## src/b64d_pkg.sv

```systemverilog
package b64d_pkg;

    localparam logic [7:0] PAD_CHAR = 8'h3D;

    // Queue between classifier and decoder; depth must be a power of two
    localparam int unsigned QUEUE_DEPTH = 2;
    localparam int unsigned QUEUE_PTR_W = $clog2(QUEUE_DEPTH);
    localparam int unsigned QUEUE_CNT_W = $clog2(QUEUE_DEPTH + 1);

    typedef enum logic [1:0] {
        KIND_SYM = 2'd0,
        KIND_PAD = 2'd1,
        KIND_BAD = 2'd2
    } t_char_kind;

    typedef enum logic [2:0] {
        MODE_DECODE = 3'b001,
        MODE_PAD    = 3'b010,
        MODE_IGNORE = 3'b100
    } t_decode_mode;

    typedef struct packed {
        logic [7:0] char_code;
        logic       last_char;
    } t_in_item;

    typedef struct packed {
        t_char_kind kind;
        logic [5:0] sym;
        logic       last_char;
    } t_class_item;

    typedef struct packed {
        logic        byte_valid;
        logic [7:0]  decoded_byte;
        logic        end_of_text;
        logic        bad_length;
        logic [15:0] chars_used;
    } t_out_item;

endpackage

```

## src/b64d_front.sv

```systemverilog
module b64d_front (
    input  logic                 i_clk,
    input  logic                 i_rst_n,
    input  logic                 i_in_valid,
    output logic                 o_in_ready,
    input  b64d_pkg::t_in_item   i_in_item,
    output logic                 o_q_push,
    input  logic                 i_q_ready,
    output b64d_pkg::t_class_item o_q_item
);

    logic                  r_valid;
    b64d_pkg::t_class_item r_item;
    b64d_pkg::t_class_item n_item;
    logic [7:0]            c;

    assign c = i_in_item.char_code;

    // alphabet lookup: letters, digits, '+', '/', and the pad character
    always_comb begin
        n_item.kind      = b64d_pkg::KIND_BAD;
        n_item.sym       = 6'd0;
        n_item.last_char = i_in_item.last_char;
        unique if (c == b64d_pkg::PAD_CHAR) begin
            n_item.kind = b64d_pkg::KIND_PAD;
        end else if (c >= 8'h41 && c <= 8'h5A) begin
            n_item.kind = b64d_pkg::KIND_SYM;
            n_item.sym  = 6'(c - 8'h41);
        end else if (c >= 8'h61 && c <= 8'h7A) begin
            n_item.kind = b64d_pkg::KIND_SYM;
            n_item.sym  = 6'(c - 8'd71);
        end else if (c >= 8'h30 && c <= 8'h39) begin
            n_item.kind = b64d_pkg::KIND_SYM;
            n_item.sym  = 6'(c + 8'd4);
        end else if (c == 8'h2B) begin
            n_item.kind = b64d_pkg::KIND_SYM;
            n_item.sym  = 6'd62;
        end else if (c == 8'h2F) begin
            n_item.kind = b64d_pkg::KIND_SYM;
            n_item.sym  = 6'd63;
        end else begin
            n_item.kind = b64d_pkg::KIND_BAD;
        end
    end

    assign o_in_ready = !r_valid || i_q_ready;
    assign o_q_push   = r_valid && i_q_ready;
    assign o_q_item   = r_item;

    always_ff @(posedge i_clk) begin
        if (!i_rst_n) begin
            r_valid <= 1'b0;
        end else if (o_in_ready) begin
            r_valid <= i_in_valid;
        end
    end

    always_ff @(posedge i_clk) begin
        if (o_in_ready && i_in_valid) begin
            r_item <= n_item;
        end
    end

endmodule

```

## src/b64d_queue.sv

```systemverilog
module b64d_queue (
    input  logic                  i_clk,
    input  logic                  i_rst_n,
    input  logic                  i_push,
    output logic                  o_ready,
    input  b64d_pkg::t_class_item i_item,
    input  logic                  i_pop,
    output logic                  o_valid,
    output b64d_pkg::t_class_item o_item
);

    b64d_pkg::t_class_item                r_mem [b64d_pkg::QUEUE_DEPTH];
    logic [b64d_pkg::QUEUE_PTR_W-1:0]     r_wr_ptr;
    logic [b64d_pkg::QUEUE_PTR_W-1:0]     r_rd_ptr;
    logic [b64d_pkg::QUEUE_CNT_W-1:0]     r_count;

    assign o_ready = r_count < b64d_pkg::QUEUE_CNT_W'(b64d_pkg::QUEUE_DEPTH);
    assign o_valid = r_count != '0;
    assign o_item  = r_mem[r_rd_ptr];

    always_ff @(posedge i_clk) begin
        if (!i_rst_n) begin
            r_wr_ptr <= '0;
            r_rd_ptr <= '0;
            r_count  <= '0;
        end else begin
            if (i_push) begin
                r_wr_ptr <= r_wr_ptr + 1'b1;
            end
            if (i_pop) begin
                r_rd_ptr <= r_rd_ptr + 1'b1;
            end
            if (i_push && !i_pop) begin
                r_count <= r_count + 1'b1;
            end else if (!i_push && i_pop) begin
                r_count <= r_count - 1'b1;
            end
        end
    end

    always_ff @(posedge i_clk) begin
        if (i_push) begin
            r_mem[r_wr_ptr] <= i_item;
        end
    end

endmodule

```

## src/b64d_back.sv

```systemverilog
module b64d_back #(
    parameter logic [15:0] COUNT_LIMIT = 16'hFFFF
) (
    input  logic                  i_clk,
    input  logic                  i_rst_n,
    input  logic                  i_q_valid,
    output logic                  o_q_pop,
    input  b64d_pkg::t_class_item i_q_item,
    output logic                  o_out_valid,
    input  logic                  i_out_ready,
    output b64d_pkg::t_out_item   o_out_item
);

    b64d_pkg::t_decode_mode r_mode;
    b64d_pkg::t_decode_mode n_mode;
    logic [1:0]             r_phase;
    logic [1:0]             n_phase;
    logic [7:0]             r_partial;
    logic [7:0]             n_partial;
    logic [15:0]            r_count;
    logic [15:0]            n_count;
    logic                   r_out_valid;
    b64d_pkg::t_out_item    r_out;
    b64d_pkg::t_out_item    n_out;
    logic                   can_take;
    logic                   have;
    logic                   step;
    logic [7:0]             byte_val;
    logic [5:0]             v;

    assign can_take = !r_out_valid || i_out_ready;
    assign o_q_pop  = i_q_valid && can_take;
    assign v        = i_q_item.sym;

    always_comb begin
        n_mode    = r_mode;
        n_phase   = r_phase;
        n_partial = r_partial;
        n_count   = r_count;
        have      = 1'b0;
        step      = 1'b0;
        byte_val  = 8'd0;

        unique case (r_mode)
            b64d_pkg::MODE_DECODE,
            b64d_pkg::MODE_PAD: begin
                if (i_q_item.kind == b64d_pkg::KIND_PAD) begin
                    // pad at quad start is not consumed
                    if (r_phase == 2'd0) begin
                        n_mode = b64d_pkg::MODE_IGNORE;
                    end else begin
                        step   = 1'b1;
                        n_mode = (r_phase == 2'd3) ? b64d_pkg::MODE_IGNORE
                                                   : b64d_pkg::MODE_PAD;
                    end
                end else if (i_q_item.kind == b64d_pkg::KIND_SYM &&
                             r_mode == b64d_pkg::MODE_DECODE) begin
                    step = 1'b1;
                    unique case (r_phase)
                        2'd0: begin
                            n_partial = {v, 2'b00};
                        end
                        2'd1: begin
                            have      = 1'b1;
                            byte_val  = r_partial | {6'd0, v[5:4]};
                            n_partial = {v[3:0], 4'd0};
                        end
                        2'd2: begin
                            have      = 1'b1;
                            byte_val  = r_partial | {4'd0, v[5:2]};
                            n_partial = {v[1:0], 6'd0};
                        end
                        2'd3: begin
                            have      = 1'b1;
                            byte_val  = r_partial | {2'd0, v};
                            n_partial = 8'd0;
                        end
                    endcase
                end else begin
                    n_mode = b64d_pkg::MODE_IGNORE;
                end
            end
            b64d_pkg::MODE_IGNORE: begin
            end
            default: begin
            end
        endcase

        if (step) begin
            n_phase = r_phase + 2'd1;
            if (r_count < COUNT_LIMIT) begin
                n_count = r_count + 16'd1;
            end
        end

        n_out.byte_valid   = have;
        n_out.decoded_byte = byte_val;
        n_out.end_of_text  = i_q_item.last_char;
        n_out.bad_length   = i_q_item.last_char && (n_phase != 2'd0);
        n_out.chars_used   = i_q_item.last_char ? n_count : 16'd0;

        if (i_q_item.last_char) begin
            n_mode    = b64d_pkg::MODE_DECODE;
            n_phase   = 2'd0;
            n_partial = 8'd0;
            n_count   = 16'd0;
        end
    end

    always_ff @(posedge i_clk) begin
        if (!i_rst_n) begin
            r_mode      <= b64d_pkg::MODE_DECODE;
            r_phase     <= 2'd0;
            r_partial   <= 8'd0;
            r_count     <= 16'd0;
            r_out_valid <= 1'b0;
        end else begin
            if (o_q_pop) begin
                r_mode    <= n_mode;
                r_phase   <= n_phase;
                r_partial <= n_partial;
                r_count   <= n_count;
            end
            if (can_take) begin
                r_out_valid <= o_q_pop && (have || i_q_item.last_char);
            end
        end
    end

    always_ff @(posedge i_clk) begin
        if (o_q_pop) begin
            r_out <= n_out;
        end
    end

    assign o_out_valid = r_out_valid;
    assign o_out_item  = r_out;

    a_end_resets: assert property (@(posedge i_clk) disable iff (!i_rst_n)
        (o_q_pop && i_q_item.last_char) |=>
            (r_phase == 2'd0 && r_count == 16'd0 && r_mode == b64d_pkg::MODE_DECODE))
        else $error("state not cleared after last character");

    a_count_limit: assert property (@(posedge i_clk) disable iff (!i_rst_n)
        r_count <= COUNT_LIMIT)
        else $error("consumed count above limit");

    a_result_cause: assert property (@(posedge i_clk) disable iff (!i_rst_n)
        r_out_valid |-> (r_out.byte_valid || r_out.end_of_text))
        else $error("result with neither byte nor end");

    a_byte_zero: assert property (@(posedge i_clk) disable iff (!i_rst_n)
        (r_out_valid && !r_out.byte_valid) |-> (r_out.decoded_byte == 8'd0))
        else $error("stale byte on result without byte");

endmodule

```

## src/base64_stream_decoder_core.sv

```systemverilog
// A result reaches o_out_valid through the classifier register (loaded at the input
// transfer edge), the queue and the decoder output register. Throughput: one character
// per cycle while i_out_ready holds; the decoder state update is the loop.
// Characters that complete no byte and are not last give no result.
// Reset (i_rst_n low, synchronous) empties the queue and clears decoder state.
module base64_stream_decoder_core #(
    parameter int unsigned MAX_CHARS = 65535
) (
    input  logic                i_clk,
    input  logic                i_rst_n,
    input  logic                i_in_valid,
    output logic                o_in_ready,
    input  b64d_pkg::t_in_item  i_in_item,
    output logic                o_out_valid,
    input  logic                i_out_ready,
    output b64d_pkg::t_out_item o_out_item
);

    localparam logic [15:0] CountLimit =
        (MAX_CHARS > 32'd65535) ? 16'hFFFF : 16'(MAX_CHARS);

    logic                  push;
    logic                  q_ready;
    b64d_pkg::t_class_item push_item;
    logic                  pop;
    logic                  q_valid;
    b64d_pkg::t_class_item pop_item;

    b64d_front u_front (
        .i_clk      (i_clk),
        .i_rst_n    (i_rst_n),
        .i_in_valid (i_in_valid),
        .o_in_ready (o_in_ready),
        .i_in_item  (i_in_item),
        .o_q_push   (push),
        .i_q_ready  (q_ready),
        .o_q_item   (push_item)
    );

    b64d_queue u_queue (
        .i_clk   (i_clk),
        .i_rst_n (i_rst_n),
        .i_push  (push),
        .o_ready (q_ready),
        .i_item  (push_item),
        .i_pop   (pop),
        .o_valid (q_valid),
        .o_item  (pop_item)
    );

    b64d_back #(
        .COUNT_LIMIT (CountLimit)
    ) u_back (
        .i_clk       (i_clk),
        .i_rst_n     (i_rst_n),
        .i_q_valid   (q_valid),
        .o_q_pop     (pop),
        .i_q_item    (pop_item),
        .o_out_valid (o_out_valid),
        .i_out_ready (i_out_ready),
        .o_out_item  (o_out_item)
    );

endmodule

```

## config.mk

```make
export PLATFORM = sky130hd
export DESIGN_NAME = base64_stream_decoder_core
export DESIGN_NICKNAME = d
export VERILOG_FILES = /design/src/b64d_pkg.sv /design/src/b64d_front.sv /design/src/b64d_queue.sv /design/src/b64d_back.sv /design/src/base64_stream_decoder_core.sv
export SDC_FILE = /design/constraint.sdc
export NUM_CORES = 1
export LEC_CHECK = 0
export BUFFER_PORTS_ARGS = -buffer_cell sky130_fd_sc_hd__clkbuf_2
export CAP_MARGIN = 5
export CORE_MARGIN = 2
export CORE_UTILIZATION = 60
export CTS_BUF_LIST = sky130_fd_sc_hd__clkbuf_4 sky130_fd_sc_hd__clkbuf_8
export DETAILED_ROUTE_END_ITERATION = 16
export GPL_ROUTABILITY_DRIVEN = 1
export MAX_ROUTING_LAYER = met4
export PLACE_DENSITY_LB_ADDON = 0.08
export SYNTH_ARGS = -nofsm -noshare
export SYNTH_HDL_FRONTEND = slang
export SYNTH_SLANG_ARGS = --single-unit
```

## constraint.sdc

```tcl
create_clock -name i_clk -period 6.35 [get_ports i_clk]
set_input_delay 0 -clock i_clk [delete_from_list [all_inputs] [get_ports i_clk]]
set_output_delay 0 -clock i_clk [all_outputs]
set_load 0.005 [all_outputs]
```

==> out/results.ini <==
[synthesis]
synthTopCellsByCount = edfxtp_1, nand2_1, a21oi_1, dfxtp_1, nor2_1
syn_nets = 493
synth_most_common_cell = edfxtp_1
async_flop_share = 0
yosysUniqueCellTypes = 63
syn_inst = 464
synth_ff_type = edfxtp_1
synthTopCellsByArea = edfxtp_1, dfxtp_1, ha_1
syn_avg_cell_area_um2 = 10.0
yosys.area.top_type = edfxtp_1
seq_area_frac_synth = 0.496
synth_edf_count = 54
synth_seq_cells = 88
synth_area_um2 = 4640
ys_warn_count = 0
synth_top_area_share = 0.349

[place]
gp_congestion = 0.931
port_buffers = 41
place_area_um2 = 4860
hpwlAfterDp_um = 6210

[clock_tree]
cts_tree = done
htree_levels = 3
cts_buffers = 9
path_clk_slew_ns = 0.09
clk_latency_ns = 0.37
clk_path_buf_depth = 2
cts-root-buf = clkbuf_8
cts.sinks = 88

[finish]
layout.nets = 523
diodes = 0
seqCellArea_um2 = 2300
fin_area_um2 = 5100
area_growth_pct = 9.87
multi_input_area_um2 = 2130
fillers = 618
drive_above_1_share = 0.154

[die]
die_area_um2 = 8450
initial_utilization = 0.610
die_w_um = 91.9
rows = 32
die_h_um = 91.9
core_um2 = 7610
io_pins = 42

[worst_setup_path]
cp.required_ns = 6.55
end_kind = flop
critical_path_class = flop to flop
cp_common_cell = a21oi_1
critPathSlowestCell = a32oi_4
arrival_ns = 3.17
path_max_fanout = 54
startpoint_type = flop
r2r_slack_ns = 3.37
path_cells = inv_1, ha_1, a21oi_1, a21o_1, a32oi_4, o21ai_0, a21oi_1
slowest_delay_ns = 1.03

[pwr]
p_sw_uw = 589
comb_power_share = 0.290
power.density_nw_per_um2 = 330
power_frac_seq = 0.473
vdd_ir_drop_max_uv = 327
p_leak_uw = 0.00173
intPower_uw = 1090
swShare = 0.351
clock_power_share = 0.236

[routing]
drc = 0
drtIter0Drc = 253
vias = 3646
wl_um = 9290
via_per_inst = 6.07
firstDrtPassIters = 6
routedWlPerCell_um = 15.5
postRouteAntennaNets = 0

[timing]
fin_crit_sh = 0.469
setup_tns_ns = 0
worst_pin_slew_ns = 1.27
hold_viol_final = 0
slew-limit-headroom = 0.152
clock.fmax_ghz = 0.336
setup_viol = 0
fin_skew_ns = 0.0155
rsz0062_at_grt = no
maxSlewViolCount = 0
fin_crit_ns = 2.98

[grt]
track_usage = 0.236
grt_overflow_total = 0
grt_pass1_wl_um = 15600
antenna_found_initial = 0
grt_pass1_vias = 3246
grt_start_max_net_pins = 55

[job]
drv_cap = 0

[min_path]
min_path_type = input port to flop

[outcome]
status = finished clean

## critical path, delay by kind of cell, from the launching register on
kind / cells / cell delay (ns)
flip-flops: 1 / 0.35
adder cells (fa/ha/maj): 1 / 0.44
buffers and inverters: 1 / 0.15
AO/OA/AOI/OAI: 5 / 1.86
## final cells by class
type	instances	area share
clock buffer	9	0.0243
tap	102	0.0250
multi-input combinational	329	0.419
sequential	88	0.452
inverter	19	0.0140
timing repair buffer	47	0.0510
clock inverter	7	0.0155
## registers in the layout, summed over array words and instances, names as in the netlist, named ones only
signal and flops:
u_queue.r_wr_ptr 1, u_back.r_mode 3, u_back.r_phase 2, u_back.r_count 16, u_front.o_q_item 9, u_back.o_out_valid 1
u_back.r_partial 6, u_queue.r_count 2, u_back.o_out_item 27, u_queue.r_mem 18, u_queue.r_rd_ptr 1, u_front.r_valid 1
## cell usage in the layout (no fill, tap or decap), drive strengths merged, types with 4 or more instances in the layout
| master | netlist | final |
|---|---|---|
| a22oi | 4 | 4 |
| or3 | 14 | 14 |
| a31oi | 15 | 15 |
| clkbuf | 15 | 50 |
| dfxtp | 34 | 34 |
| and3 | 6 | 6 |
| o21ai | 23 | 23 |
| a311oi | 5 | 5 |
| or4 | 11 | 11 |
| nor4 | 7 | 7 |
| nand2b | 6 | 6 |
| edfxtp | 54 | 54 |
| inv | 18 | 21 |
| dlygate4sd3 | 0 | 4 |
| a221oi | 5 | 5 |
| o211ai | 10 | 10 |
| nor2b | 6 | 6 |
| mux2 | 6 | 6 |
| ha | 16 | 16 |
| a21oi | 35 | 35 |
| nand2 | 38 | 38 |
| nand4 | 8 | 8 |
| nand3 | 16 | 16 |
| nor2 | 32 | 32 |
| nor3 | 13 | 13 |
| xnor2 | 8 | 8 |
## power groups by stage
stage	logic (uW)	registers (uW)	clock network, uW
final	488	796	398
after floorplan	355	799	0
after detailed placement	483	809	0
after global routing	536	809	424
after global placement	478	806	0
after CTS	486	797	405
## logic make-up after synthesis
logic type / share of synthesized area
DFF: 0.496
xor gates and xnor gates: 0.0208
adders and majority gates: 0.0431
muxes: 0.0216
AOI/OAI and AO/OA: 0.179
buffers and inverters: 0.0442
and+or+nand+nor: 0.195
## routing by layer
layer | vias up | GRT usage | routed length, um
met5 | - | - | 0
met4 | 0 | 0.0846 | 111
met3 | 9 | 0.0378 | 553
met2 | 112 | 0.343 | 4080
met1 | 1699 | 0.338 | 4540
li1 | 1826 | - | -
## what timing repair did
action | in CTS | in global routing
hold buffers | 4 | 0
resized for setup | 0 | 0
buffers inserted | 0 | 0
endpoints found under the hold margin | 6 | 0
## path summary, 6_finish.rpt
| check | to | cells past startpoint | start |
|---|---|---|---|
| min reg2reg | u_queue.r_mem[1][2] | 0 | u_front.o_q_item[2] |
| max reg2reg | u_back.o_out_item[1] | 7 | u_back.r_phase[0] |
| min | u_front.o_q_item[2] | 3 | i_in_item[2] |
| max | u_back.o_out_item[1] | 7 | u_back.r_phase[0] |
## stage by stage
| stage | hold slack, ns | setup WS, ns | instances | power, uW | util |
|---|---|---|---|---|---|
| 6_report | 0.106 | 3.37 | 601 | 1680 | 0.670 |
| 5_1_grt | 0.136 | 3.09 | 601 | 1770 | 0.670 |
| 4_1_cts | 0.0897 | 3.41 | 601 | 1690 | 0.670 |
| 3_5_place_dp | 0.185 | 3.38 | 581 | 1290 | 0.638 |
| 3_3_place_gp | 0.180 | 3.47 | 581 | 1280 | 0.638 |
| 2_1_floorplan | 0.0989 | 4.14 | 464 | 1150 | - |
Power figures use the tool's default switching activity.
